==> config.mk <==
export PLATFORM = sky130hd
export DESIGN_NAME = base64_lenient_stream_decoder_unit
export DESIGN_NICKNAME = d
export VERILOG_FILES = /design/src/sv/b64d_pkg.sv /design/src/sv/b64d_decode.sv /design/src/sv/b64d_out_queue.sv /design/src/sv/base64_lenient_stream_decoder_unit.sv
export VERILOG_INCLUDE_DIRS = /design/src /design/src/sv
export SDC_FILE = /design/constraint.sdc
export NUM_CORES = 1
export LEC_CHECK = 0
export BUFFER_PORTS_ARGS = -buffer_cell sky130_fd_sc_hd__buf_2
export CORE_MARGIN = 3
export CORE_UTILIZATION = 51
export DETAILED_ROUTE_END_ITERATION = 8
export HOLD_SLACK_MARGIN = 0.12
export PLACE_DENSITY = 0.77
export SLEW_MARGIN = 0
export SYNTH_ARGS = -nofsm -noshare
export SYNTH_HDL_FRONTEND = slang
export SYNTH_SLANG_ARGS = --single-unit
==> constraint.sdc <==
create_clock -name clk_i -period 3.7 [get_ports clk_i]
set_clock_uncertainty 0.15 [all_clocks]
set_input_delay 0.37 -clock clk_i [delete_from_list [all_inputs] [get_ports clk_i]]
set_output_delay 0.37 -clock clk_i [all_outputs]
set_load 0.02 [all_outputs]
==> src/sv/base64_lenient_stream_decoder_unit_defines.svh <==
// Assertion macros used by the base64 decoder output queue.
`ifndef BASE64_LENIENT_STREAM_DECODER_UNIT_DEFINES_SVH
`define BASE64_LENIENT_STREAM_DECODER_UNIT_DEFINES_SVH

// Clocked check, held off while reset is asserted
`define B64D_ASSERT(lbl, prop, msg) \
  lbl: assert property (@(posedge clk_i) disable iff (!rst_ni) prop) else $error(msg);

// Clocked check that also holds during reset
`define B64D_ASSERT_ALWAYS(lbl, prop, msg) \
  lbl: assert property (@(posedge clk_i) prop) else $error(msg);

`endif

==> src/sv/b64d_pkg.sv <==
// Shared types, character codes and decode functions for the base64 decoder.
package b64d_pkg;

  // Special characters
  localparam logic [7:0] CharEq    = 8'h3D;
  localparam logic [7:0] CharPlus  = 8'h2B;
  localparam logic [7:0] CharSlash = 8'h2F;
  localparam logic [7:0] CharDash  = 8'h2D;
  localparam logic [7:0] CharUnder = 8'h5F;

  // Result queue depth, in bundles
  localparam int unsigned BundleDepth = 2;
  localparam int unsigned BundlePtrW  = $clog2(BundleDepth);

  // Register index of url_safe
  localparam logic RegUrlSafe = 1'b0;

  // Decoded character: hit is low for a non-alphabet character
  typedef struct packed {
    logic       hit;
    logic [5:0] val;
  } sextet_t;

  // All results caused by one input item
  typedef struct packed {
    logic [1:0]      cnt;     // number of results, 1..3
    logic [2:0][7:0] bytes;   // bytes[0] leaves first
    logic            bvalid;  // low only for an empty end marker
    logic            last;    // set when the bundle ends the message
  } bundle_t;

  function automatic sextet_t sextet_of(logic [7:0] c, logic url_safe);
    sextet_t s;
    s.hit = 1'b1;
    s.val = '0;
    if (c >= 8'h41 && c <= 8'h5A) begin
      s.val = 6'(c - 8'h41);
    end else if (c >= 8'h61 && c <= 8'h7A) begin
      s.val = 6'(c - 8'h47);
    end else if (c >= 8'h30 && c <= 8'h39) begin
      s.val = 6'(c + 8'h04);
    end else if (c == CharPlus || (url_safe && c == CharDash)) begin
      s.val = 6'd62;
    end else if (c == CharSlash || (url_safe && c == CharUnder)) begin
      s.val = 6'd63;
    end else begin
      s.hit = 1'b0;
    end
    return s;
  endfunction

  // Four sextets to three bytes
  function automatic logic [2:0][7:0] group_bytes(logic [5:0] s0, logic [5:0] s1,
                                                  logic [5:0] s2, logic [5:0] s3);
    logic [2:0][7:0] b;
    b[0] = {s0, s1[5:4]};
    b[1] = {s1[3:0], s2[5:2]};
    b[2] = {s2[1:0], s3};
    return b;
  endfunction

endpackage

==> src/sv/b64d_decode.sv <==
// Input register, group state and combinational decode of one character.
module b64d_decode import b64d_pkg::*; (
  input  logic       clk_i,
  input  logic       rst_ni,
  input  logic       url_safe_i,
  input  logic       in_valid_i,
  output logic       in_ready_o,
  input  logic [7:0] char_in_i,
  input  logic       end_of_message_i,
  input  logic       q_full_i,
  output logic       push_o,
  output bundle_t    bundle_o
);

  logic            item_vld_q;
  logic [7:0]      char_q;
  logic            eom_q;
  logic [1:0]      gc_q, gc_d;
  logic            stopped_q, stopped_d;
  logic [5:0]      store_q [3];
  logic [5:0]      store_d [3];
  logic            advance;
  sextet_t         sx;
  logic [2:0][7:0] grp, flush;
  logic [1:0]      n;
  bundle_t         bundle;

  // Item leaves the input register once the result queue has room
  assign advance    = item_vld_q && !q_full_i;
  assign in_ready_o = !item_vld_q || !q_full_i;

  // Decode against the current group state
  always_comb begin
    sx        = sextet_of(char_q, url_safe_i);
    gc_d      = gc_q;
    stopped_d = stopped_q;
    store_d   = store_q;
    n         = 2'd0;
    bundle    = '0;
    bundle.bvalid = 1'b1;
    grp = group_bytes(store_q[0], store_q[1], store_q[2], sx.val);
    if (!stopped_q) begin
      if (char_q == CharEq) begin
        stopped_d = 1'b1;
      end else if (!sx.hit) begin
        // literal copy, partial group dropped
        gc_d = 2'd0;
        n    = 2'd1;
        bundle.bytes[0] = char_q;
      end else if (gc_q == 2'd3) begin
        gc_d = 2'd0;
        n    = 2'd3;
        bundle.bytes = grp;
      end else begin
        store_d[gc_q] = sx.val;
        gc_d = gc_q + 2'd1;
      end
    end
    flush = group_bytes(store_d[0], store_d[1], (gc_d == 2'd3) ? store_d[2] : 6'd0, 6'd0);
    // Message end: flush partial group, else an empty marker
    if (eom_q) begin
      if (gc_d >= 2'd2) begin
        n = gc_d - 2'd1;
        bundle.bytes = flush;
      end
      if (n == 2'd0) begin
        n = 2'd1;
        bundle.bytes  = '0;
        bundle.bvalid = 1'b0;
      end
      bundle.last = 1'b1;
      gc_d      = 2'd0;
      stopped_d = 1'b0;
    end
    bundle.cnt = n;
  end

  assign push_o   = advance && (n != 2'd0);
  assign bundle_o = bundle;

  // Input register and control state
  always_ff @(posedge clk_i or negedge rst_ni) begin
    if (!rst_ni) begin
      item_vld_q <= 1'b0;
      gc_q       <= 2'd0;
      stopped_q  <= 1'b0;
    end else begin
      if (in_valid_i && in_ready_o) begin
        item_vld_q <= 1'b1;
      end else if (advance) begin
        item_vld_q <= 1'b0;
      end
      if (advance) begin
        gc_q      <= gc_d;
        stopped_q <= stopped_d;
      end
    end
  end

  // Payload registers
  always_ff @(posedge clk_i) begin
    if (in_valid_i && in_ready_o) begin
      char_q <= char_in_i;
      eom_q  <= end_of_message_i;
    end
    if (advance) begin
      store_q <= store_d;
    end
  end

endmodule

==> src/sv/b64d_out_queue.sv <==
// Result bundle queue and output serializer, one byte per cycle while out_ready_i is high.
`include "base64_lenient_stream_decoder_unit_defines.svh"

module b64d_out_queue import b64d_pkg::*; (
  input  logic       clk_i,
  input  logic       rst_ni,
  input  logic       push_i,
  input  bundle_t    bundle_i,
  output logic       full_o,
  output logic       out_valid_o,
  input  logic       out_ready_i,
  output logic [7:0] byte_out_o,
  output logic       byte_valid_o,
  output logic       last_o
);

  localparam int unsigned CntW = $clog2(BundleDepth + 1);

  bundle_t                mem_q [BundleDepth];
  logic [BundlePtrW-1:0]  wr_ptr_q, rd_ptr_q;
  logic [CntW-1:0]        count_q;
  logic [1:0]             idx_q;
  bundle_t                head;
  logic                   at_end, pop;

  assign head   = mem_q[rd_ptr_q];
  assign full_o = (count_q == CntW'(BundleDepth));
  assign at_end = (idx_q == head.cnt - 2'd1);

  assign out_valid_o = (count_q != '0);
  assign pop         = out_valid_o && out_ready_i && at_end;

  // Pick the current byte of the head bundle
  always_comb begin
    case (idx_q)
      2'd0:    byte_out_o = head.bytes[0];
      2'd1:    byte_out_o = head.bytes[1];
      2'd2:    byte_out_o = head.bytes[2];
      default: byte_out_o = '0;
    endcase
  end
  assign byte_valid_o = head.bvalid;
  assign last_o       = head.last && at_end;

  // Pointers, fill count and byte index
  always_ff @(posedge clk_i or negedge rst_ni) begin
    if (!rst_ni) begin
      wr_ptr_q <= '0;
      rd_ptr_q <= '0;
      count_q  <= '0;
      idx_q    <= 2'd0;
    end else begin
      if (push_i) begin
        wr_ptr_q <= wr_ptr_q + 1'b1;
      end
      if (pop) begin
        rd_ptr_q <= rd_ptr_q + 1'b1;
        idx_q    <= 2'd0;
      end else if (out_valid_o && out_ready_i) begin
        idx_q <= idx_q + 2'd1;
      end
      if (push_i && !pop) begin
        count_q <= count_q + 1'b1;
      end else if (pop && !push_i) begin
        count_q <= count_q - 1'b1;
      end
    end
  end

  // Bundle storage
  always_ff @(posedge clk_i) begin
    if (push_i) begin
      mem_q[wr_ptr_q] <= bundle_i;
    end
  end

  `B64D_ASSERT(a_no_overflow, !(push_i && full_o), "bundle pushed into a full queue")
  `B64D_ASSERT_ALWAYS(a_count_range, !rst_ni || count_q <= CntW'(BundleDepth), "queue count out of range")
  `B64D_ASSERT(a_idx_in_bundle, out_valid_o |-> (idx_q < head.cnt),
               "byte index beyond bundle size")
  `B64D_ASSERT(a_marker_shape, (push_i && !bundle_i.bvalid) |->
               (bundle_i.cnt == 2'd1 && bundle_i.last), "malformed end marker")
  `B64D_ASSERT(a_drain, (pop && !push_i && count_q == CntW'(1)) |=> !out_valid_o,
               "queue not empty after last bundle left")

endmodule

==> src/sv/base64_lenient_stream_decoder_unit.sv <==
// Top level of the lenient streaming base64 decoder with url-safe option.
//
//  channel | direction | handshake              | payload
//  --------+-----------+------------------------+---------------------------------
//  in      | sink      | in_valid_i/in_ready_o  | char_in_i, end_of_message_i
//  out     | source    | out_valid_o/out_ready_i| byte_out_o, byte_valid_o, last_o
//  cfg     | APB slave | psel/penable/pready    | paddr, pwdata, prdata
//
// An input transfer is registered, decoded combinationally and its 0..3 result
// bytes land in a two-bundle queue; in_ready_o drops only while the input
// register holds an item and the queue is full.
// One result transfer leaves per cycle while out_ready_i is high; an item
// waits in the input register, its results then in the queue.
// Reset clears group count, stop flag, queue and url_safe; no clearing pass.
// A stall on the output backs up the queue, then the input register.
module base64_lenient_stream_decoder_unit import b64d_pkg::*; (
  input  logic        clk_i,
  input  logic        rst_ni,
  // configuration
  input  logic        psel,
  input  logic        penable,
  input  logic        pwrite,
  input  logic [2:0]  paddr,
  input  logic [31:0] pwdata,
  output logic [31:0] prdata,
  output logic        pready,
  // input channel
  input  logic        in_valid_i,
  output logic        in_ready_o,
  input  logic [7:0]  char_in_i,
  input  logic        end_of_message_i,
  // output channel
  output logic        out_valid_o,
  input  logic        out_ready_i,
  output logic [7:0]  byte_out_o,
  output logic        byte_valid_o,
  output logic        last_o
);

  logic    url_safe_q;
  logic    q_full, push;
  bundle_t bundle;

  // Configuration register
  assign pready = 1'b1;
  assign prdata = (paddr[2] == RegUrlSafe) ? {31'd0, url_safe_q} : 32'd0;

  always_ff @(posedge clk_i or negedge rst_ni) begin
    if (!rst_ni) begin
      url_safe_q <= 1'b0;
    end else if (psel && penable && pwrite && pready && paddr[2] == RegUrlSafe) begin
      url_safe_q <= pwdata[0];
    end
  end

  b64d_decode u_decode (
    .clk_i            (clk_i),
    .rst_ni           (rst_ni),
    .url_safe_i       (url_safe_q),
    .in_valid_i       (in_valid_i),
    .in_ready_o       (in_ready_o),
    .char_in_i        (char_in_i),
    .end_of_message_i (end_of_message_i),
    .q_full_i         (q_full),
    .push_o           (push),
    .bundle_o         (bundle)
  );

  b64d_out_queue u_out_queue (
    .clk_i        (clk_i),
    .rst_ni       (rst_ni),
    .push_i       (push),
    .bundle_i     (bundle),
    .full_o       (q_full),
    .out_valid_o  (out_valid_o),
    .out_ready_i  (out_ready_i),
    .byte_out_o   (byte_out_o),
    .byte_valid_o (byte_valid_o),
    .last_o       (last_o)
  );

endmodule

==> results of run 1 <==
[tightest hold or removal path: stages]
cell      delay [ns]
buf_2           0.10
nand4b_1        0.08
mux2_2          0.14
[power by group through the flow]
stage                     clock (µW)  combinational, µW  sequential [µW]
after detailed placement           0               1440             1830
after global placement             0               1390             1800
after floorplan                    0               1140             1730
final                            669               1450             1800
after CTS                        680               1450             1800
after global routing             737               1600             1840
[cell type report]
class | count | area, µm²
Multi-Input combinational cell | 305 | 2160
Sequential cell | 94 | 2770
Tap cell | 133 | 166
Fill cell | 801 | 4140
Clock inverter | 7 | 73.8
Clock buffer | 9 | 124
Timing Repair Buffer | 53 | 355
Inverter | 21 | 78.8
[placed cells by master (no fill, tap or decap), types with 10 or more instances in the layout]
cell | synthesis | layout
o21ai_0 | 15 | 15
nor2_1 | 23 | 21
inv_1 | 21 | 21
a21oi_1 | 14 | 14
buf_4 | 32 | 10
a211oi_1 | 13 | 13
edfxtp_1 | 83 | 83
nand2_1 | 30 | 30
buf_2 | 7 | 30
dlygate4sd3_1 | 0 | 13
nor2b_1 | 15 | 15
conb_1 | 2 | 32
dfrtp_1 | 11 | 11
a222oi_1 | 16 | 16
ha_1 | 18 | 18
[state kept, by name, indices dropped and copies added, names as in the netlist]
register              flops
u_out_queue.mem_q        56
u_out_queue.wr_ptr_q      1
u_out_queue.idx_q         2
u_decode.char_q           8
url_safe_q                1
u_out_queue.count_q       2
u_decode.stopped_q        1
u_decode.eom_q            1
u_decode.gc_q             2
u_out_queue.rd_ptr_q      1
u_decode.grp             18
u_decode.item_vld_q       1
[metal layers]
layer,up-vias,wire length [µm]
li1,1697,-
met1,1748,4620
met2,136,5320
met3,13,552
met4,0,129
met5,-,0
[cell families (layout without fill, tap and decap cells)]
group	count (synthesis)	after routing	synth area share [%]
compound gates	112	112	16.7
xor+xnor	12	12	2.01
simple gates	118	118	13.0
flops	94	94	53.0
other cells	2	32	0.144
fa+ha+maj	18	18	4.31
mux	13	13	2.73
buf+inv	73	90	8.14
[worst max-delay path by stage]
stage	slack [ns]	from	endpoint
2_1_floorplan	-0.12	u_decode.char_q[2]	u_out_queue.mem_q[0][0]
3_3_place_gp	0.29	u_decode.char_q[2]	u_out_queue.count_q[1]
3_5_place_dp	0.21	u_decode.char_q[2]	u_out_queue.count_q[1]
4_1_cts	0.14	u_decode.char_q[2]	u_out_queue.count_q[1]
5_1_grt	0.05	u_decode.char_q[2]	u_out_queue.mem_q[1][14]
6_report	0.30	u_decode.char_q[2]	u_out_queue.mem_q[1][22]
[stage by stage]
step	utilization (%)	instances	cell area (µm²)	setup TNS, ns	total power, µW
2_1_floorplan	-	472	5340	-6.45	2870
3_3_place_gp	54.6	593	5390	0	3180
3_5_place_dp	54.6	593	5390	0	3260
4_1_cts	58.0	622	5720	0	3930
5_1_grt	58.0	622	5720	0	4180
6_report	58.0	622	5720	0	3920
[what timing repair did]
item | CTS | global route
hold buffers | 13 | 0
setup endpoints to repair | 0 | 57
endpoints found under the hold margin | 23 | 0
gates resized for setup | 0 | 2
buffers inserted | 0 | 0
==> impl_metrics.yaml, run 1 <==
worst_hold_path:
  hold_path.startpoint: "pwrite"
  min_path_cells: 3
  hold_class: "in -> reg"
  min_to: "url_safe_q"
power_and_ir_drop:
  p_sw_uw: 1520
  vdd_drop_max_v: 0.000262
  p_int_uw: 2400
  power_density_nw_per_um2: 685
  clkPwrFrac_pct: 17.1
  power.share.switching_pct: 38.9
  combPwrFrac_pct: 37.0
  power_leakage_uw: 0.00219
  p_seq_share_pct: 45.9
layout:
  num_antenna_cells: 0
  drive_gt1_share_pct: 18.0
  area_delta_synth_final_pct: 9.58
  nets: 553
detailed_routing:
  drt_iter0_drc: 338
  postRouteWirelength_um: 10600
  firstDrtPassIters: 5
  route.detailed.drc: 0
  antenna_left: 0
  via_per_inst: 5.78
  wl_per_cell_um: 17.1
  vias: 3594
clock_network:
  cts_tree: "done"
  htree_num_levels: 3
  clk_latency_ns: 0.37
  cts.clk_slew.worst_paths_ns: 0.10
  cts-root-buf: "clkbuf_8"
  clock_sinks: 94
  cts_inserted_buffers: 9
  clock_tree.buffer_depth: 2
worst_setup_path:
  crit_type: "reg -> reg"
  r2r_slack_ns: 0.30
  cp.arrival_ns: 3.29
  critPathMaxStageDelay_ns: 0.53
  cp.required_ns: 3.59
  critPathBufInv: 2
  cp-end-kind: "flip-flop"
  r2r-end: "u_out_queue.mem_q[1][22]"
  cp_max_fo: 28
  path_cells: "inv_1, ha_1, nor2b_1, o21ai_1, a211oi_1, nand2b_2, a21oi_1, o21ai_2, nor2_2, buf_4"
  r2r_start: "u_decode.char_q[2]"
  rr_worst_depth: 10
  worst_setup_path_start_kind: "flip-flop"
  slowest_stage: "edfxtp_1"
  cp.depth: 10
  crit_family: "compound AO/OA/AOI/OAI gates"
yosys:
  avgSynthCellArea_um2: 11.8
  synth_area_um2: 5220
  ys_top_cells_by_count: "edfxtp_1, buf_4, nand2_1"
  synth.distinct_cells: 65
  post-synth-top-area-cell: "edfxtp_1"
  ys_top_cells_by_area: "edfxtp_1, dfrtp_1, buf_4, ha_1, a222oi_1"
  ys_warn_count: 0
  ys_ff_latch: 94
  syn_inst: 442
  ys.flop_type: "edfxtp_1"
  seq_area_frac_synth_pct: 53.0
  synth_top_cell_area_share_pct: 47.7
  synth_edf_count: 83
  synth.most_common_cell: "edfxtp_1"
  synthArstFlopShare_pct: 11.7
timing:
  worst_pin_slew_ns: 0.799
  period_share_pct: 92.0
  slew_headroom_pct: 46.7
  period_needed_ns: 3.40
  finalHoldViolCount: 0
  fmax_mhz: 294
  rsz0062_at_grt: "false"
  fin_ws_ns: 0.297
  hold_slack_ns: 0.207
  final_max_slew_viol_count: 0
  setup_violations: 0
floorplanning:
  dieWidth_um: 107
  die_h_um: 107
  coreArea_um2: 9860
  pin_count: 96
  placement_rows: 36
  die_area_um2: 11500
  start_util_pct: 53.0
global_routing:
  grt_usage_pct: 19.4
  grt_pass1_vias: 3359
  grt_use_met2_pct: 31.9
  gr-usage-met1_pct: 25.8
  grt_overflow: 0
  use_met3_pct: 4.33
  grt_pass1_wl_um: 17400
  busiest_layer: "met2"
  grt_max_degree: 29
  antenna_found_initial: 0
placement:
  dp_slack_ns: 0.213
  hpwl_um: 7510
  gp_congestion: 0.920
  port_buffers: 30
run:
  drv_cap: 0
run_status:
  status: "finished clean"
No activity file was read; power rests on OpenSTA's default activity.
==> run 2, diff against run 1 <==
Settings changed: CORE_UTILIZATION 51 to 52, CTS_BUF_LIST set to sky130_fd_sc_hd__clkbuf_8, PLACE_DENSITY 0.77 to 0.78.
==> impl_metrics.yaml, run 2 (synthesis gave the netlist of run 1 again) <==
detailed_routing:
  firstDrtPassIters: 5
  via_per_inst: 5.85
  vias: 3618
  drt_iter0_drc: 402
  route.detailed.drc: 0
  antenna_left: 0
  postRouteWirelength_um: 10900
  wl_per_cell_um: 17.7
floorplanning:
  pin_count: 96
  placement_rows: 35
  die_h_um: 106
  coreArea_um2: 9500
  dieWidth_um: 106
  die_area_um2: 11300
  start_util_pct: 55.0
run_status:
  status: "finished clean"
timing:
  setup_violations: 0
  finalHoldViolCount: 0
  slew_headroom_pct: 57.2
  fmax_mhz: 295
  worst_pin_slew_ns: 0.641
  fin_ws_ns: 0.308
  hold_slack_ns: 0.203
  final_max_slew_viol_count: 0
  period_needed_ns: 3.39
  period_share_pct: 91.7
  rsz0062_at_grt: "false"
global_routing:
  grt_pass1_vias: 3586
  grt_pass1_wl_um: 17800
  grt_usage_pct: 20.1
  grt_max_degree: 29
  antenna_found_initial: 0
  grt_overflow: 0
clock_network:
  cts_inserted_buffers: 9
  htree_num_levels: 3
  clk_latency_ns: 0.37
  cts.clk_slew.worst_paths_ns: 0.10
  post-cts-setup-buffers: 0
  clock_sinks: 94
  cts-root-buf: "clkbuf_8"
  clock_tree.buffer_depth: 2
  cts_tree: "done"
worst_setup_path:
  path_cells: "inv_1, ha_1, a21oi_1, a211oi_4, nor3_4, nand2b_1, a21oi_1, o21ai_2, inv_1, ha_1, xor2_1, nor2_1, xor2_1"
  startpoint: "u_decode.char_q[2]"
  critPathMaxStageDelay_ns: 0.53
  r2r_start: "u_decode.char_q[2]"
  slowest_stage: "edfxtp_1"
  cp.arrival_ns: 3.54
  cp.required_ns: 3.85
  cp_max_fo: 9
  worst_setup_path_start_kind: "flip-flop"
  cp-end-kind: "flip-flop"
  crit_type: "reg -> reg"
placement:
  dp.cells: 589
  port_buffers: 30
  gp_congestion: 0.903
  hpwl_um: 7660
  dp_slack_ns: 0.237
layout:
  final_cells: 618
  area_delta_synth_final_pct: 9.87
  fill_cells: 790
  drive_gt1_share_pct: 18.0
  final_cell_mix: "edfxtp_1, conb_1, nand2_1, buf_2"
  top_register: "u_out_queue.mem_q"
  num_antenna_cells: 0
  layout_commonest_cell: "edfxtp_1"
  nets: 553
  largest_reg_flops: 56
worst_hold_path:
  hold_class: "in -> reg"
  hold_path.startpoint: "pwrite"
power_and_ir_drop:
  total_power_uw: 4000
  power_density_nw_per_um2: 696
  power_leakage_uw: 0.00220
  vdd_drop_max_v: 0.000337
run:
  drv_cap: 0
-- run 2: timing repair --
action / CTS / global route
hold endpoints to repair: 23 / 0
hold buffers: 13 / 0
gates resized for setup: 0 / 3
setup endpoints to repair: 0 / 57
-- run 2: final timing paths --
kind	end	slack [ns]	depth (start not counted)
worst max register to register	u_out_queue.count_q[1]	0.31	13
max in group asynchronous	u_decode.stopped_q	2.95	2
worst min register to register	u_out_queue.wr_ptr_q	0.37	1
min in group asynchronous	url_safe_q	0.24	2
worst max-delay path	u_out_queue.count_q[1]	0.31	13
worst min-delay path	url_safe_q	0.20	3
-- run 2: layout make-up --
cell class,instances,area (µm²),share of cell area (%)
Sequential cell,94,2770,48.2
Inverter,21,78.8,1.37
Clock inverter,7,87.6,1.53
Multi-Input combinational cell,305,2160,37.6
Clock buffer,9,124,2.16
Timing Repair Buffer,53,359,6.26
Tap cell,129,161,2.81
-- run 2: where the power goes --
part | leakage, µW | switching [µW] | internal, µW
sequential | 0.000926 | 180 | 1580
clock | 0.000108 | 400 | 329
combinational | 0.00116 | 952 | 551
-- run 2: per-stage QoR --
| step | cell area [µm²] | utilization (%) | setup TNS, ns |
|---|---|---|---|
| floorplan | 5340 | - | -6.45 |
| global placement | 5390 | 56.7 | 0 |
| detailed placement | 5390 | 56.7 | 0 |
| CTS | 5730 | 60.3 | 0 |
| global route | 5740 | 60.4 | 0 |
| finish | 5740 | 60.4 | 0 |
-- run 2: worst max-delay path: cells and delay by family, from the launching register on --
kind	cells	cell delay, ns
fa+ha+maj	2	0.48
buf+inv	2	0.28
xor+xnor	2	0.29
flops	1	0.53
simple gates	3	0.73
compound gates	4	0.86
-- run 2: layer usage --
layer | vias to the layer above | GRT usage (%) | routed length, µm
met5 | - | 0 | 0
met4 | 0 | 7.68 | 187
met3 | 21 | 4.25 | 616
met2 | 135 | 34.5 | 5560
met1 | 1757 | 24.9 | 4550
li1 | 1705 | - | -
==> run 3, diff against run 2 <==
Settings changed: CORE_UTILIZATION 52 to 48, PLACE_DENSITY 0.78 to 0.73.
==> impl_metrics.yaml, run 3 (synthesis gave the netlist of run 1 again) <==
run_status:
  status: "finished clean"
layout:
  largest_reg_flops: 56
  layout_commonest_cell: "edfxtp_1"
  nets: 555
  num_antenna_cells: 0
  fill_cells: 887
  final_cell_mix: "edfxtp_1, conb_1, nand2_1, buf_2"
  top_register: "u_out_queue.mem_q"
  fin_area_um2: 5750
  area_delta_synth_final_pct: 10.1
  seqCellArea_um2: 2770
  multiInputGateArea_um2: 2160
  final_cells: 627
  drive_gt1_share_pct: 18.3
floorplanning:
  coreArea_um2: 10500
  start_util_pct: 49.9
  die_h_um: 110
  pin_count: 96
  placement_rows: 37
  die_area_um2: 12200
  dieWidth_um: 110
detailed_routing:
  firstDrtPassIters: 6
  postRouteWirelength_um: 10500
  route.detailed.drc: 0
  via_per_inst: 5.70
  antenna_left: 0
  wl_per_cell_um: 16.7
  vias: 3577
  drt_iter0_drc: 338
worst_hold_path:
  hold_class: "in -> reg"
clock_network:
  clk_latency_ns: 0.37
  clock_sinks: 94
  post-cts-setup-buffers: 0
  cts.clk_slew.worst_paths_ns: 0.10
  clock_tree.buffer_depth: 2
  cts-root-buf: "clkbuf_8"
  cts_inserted_buffers: 9
  htree_num_levels: 3
  cts_tree: "done"
placement:
  port_buffers: 30
  gp_congestion: 0.874
  dpl_cell_area_um2: 5410
  dp.cells: 598
  hpwl_um: 7460
  dp_slack_ns: 0.241
power_and_ir_drop:
  p_seq_share_pct: 45.8
  power_density_nw_per_um2: 682
  power.share.switching_pct: 38.8
  clkPwrFrac_pct: 17.2
  p_sw_uw: 1520
  p_int_uw: 2400
  vdd_drop_max_v: 0.000341
  combPwrFrac_pct: 37.0
  power_leakage_uw: 0.00220
timing:
  hold_slack_ns: 0.200
  fmax_mhz: 294
  period_needed_ns: 3.41
  final_max_slew_viol_count: 0
  fin_ws_ns: 0.293
  finalHoldViolCount: 0
  slew_headroom_pct: 45.0
  rsz0062_at_grt: "false"
  worst_pin_slew_ns: 0.825
  setup_violations: 0
  period_share_pct: 92.1
worst_setup_path:
  slowest_stage: "edfxtp_1"
  path_cells: "inv_1, ha_1, nor2b_1, o211a_1, nor3_4, nand2b_1, a21oi_1, o21ai_1, inv_1, ha_1, xor2_1, nor2_1, xor2_1"
  cp-end-kind: "flip-flop"
  cp.arrival_ns: 3.54
  cp.required_ns: 3.83
  worst_setup_path_start_kind: "flip-flop"
  cp_max_fo: 8
  critPathMaxStageDelay_ns: 0.52
  crit_family: "compound AO/OA/AOI/OAI gates"
  crit_type: "reg -> reg"
  critPathBufInv: 2
global_routing:
  grt_pass1_vias: 3326
  grt_overflow: 0
  antenna_found_initial: 0
  grt_pass1_wl_um: 17000
  grt_max_degree: 29
  grt_usage_pct: 18.1
run:
  drv_cap: 0
## run 3: path summary, 6_finish.rpt
path	startpoint	to	slack, ns	depth (start not counted)
worst max-delay path	u_decode.char_q[0]	u_out_queue.count_q[1]	0.29	13
worst min-delay path	pwrite	url_safe_q	0.20	3
worst max register to register	u_decode.char_q[0]	u_out_queue.count_q[1]	0.29	13
worst min register to register	u_out_queue.wr_ptr_q	u_out_queue.wr_ptr_q	0.38	1
max in group asynchronous	rst_ni	u_decode.gc_q[0]	2.92	2
min in group asynchronous	rst_ni	u_out_queue.wr_ptr_q	0.25	2
## run 3: power groups by stage
stage	Sequential, µW	Clock [µW]	Combinational, µW
6_report	1800	674	1450
3_3_place_gp	1800	0	1400
2_1_floorplan	1730	0	1140
3_5_place_dp	1820	0	1440
4_1_cts	1790	689	1460
5_1_grt	1830	732	1610
## run 3: per-layer routing
metal  part of all wire (%)  vias up  wire (µm)  track usage, %
li1                       -     1697          -               -
met1                     45     1746       4670            24.3
met2                     49      121       5140            30.5
met3                    5.2       13        547            3.32
met4                    1.2        0        125            4.75
met5                      0        -          0               0
## run 3: worst reg2reg max path: cells and delay by family, from the launching register on
kind                     cells  cell delay, ns
adder cells (fa/ha/maj)      2            0.50
flip-flops                   1            0.52
buffers and inverters        2            0.23
XOR/XNOR                     2            0.29
AND/OR/NAND/NOR              4            0.79
AO/OA/AOI/OAI                3            0.85
## run 3: per-stage QoR
step	total power, µW	util [%]	TNS [ns]
3_3_place_gp	3200	51.7	0
6_report	3920	55.0	0
4_1_cts	3940	54.9	0
5_1_grt	4170	55.0	0
3_5_place_dp	3260	51.7	0
2_1_floorplan	2870	-	-6.45
## run 3: what timing repair did
item / CTS / global route
resized for setup: 0 / 3
endpoints found under the setup margin: 0 / 57
hold endpoints to repair: 23 / 0
hold buffers: 13 / 0
## run 3: final cells by class
type	instances	area share (%)
flip-flops and latches	94	48.1
clock buffers	9	2.15
inverters	21	1.37
multi-input cells	305	37.6
repair buffers	55	6.50
clock inverters	7	1.35
well taps	136	2.96
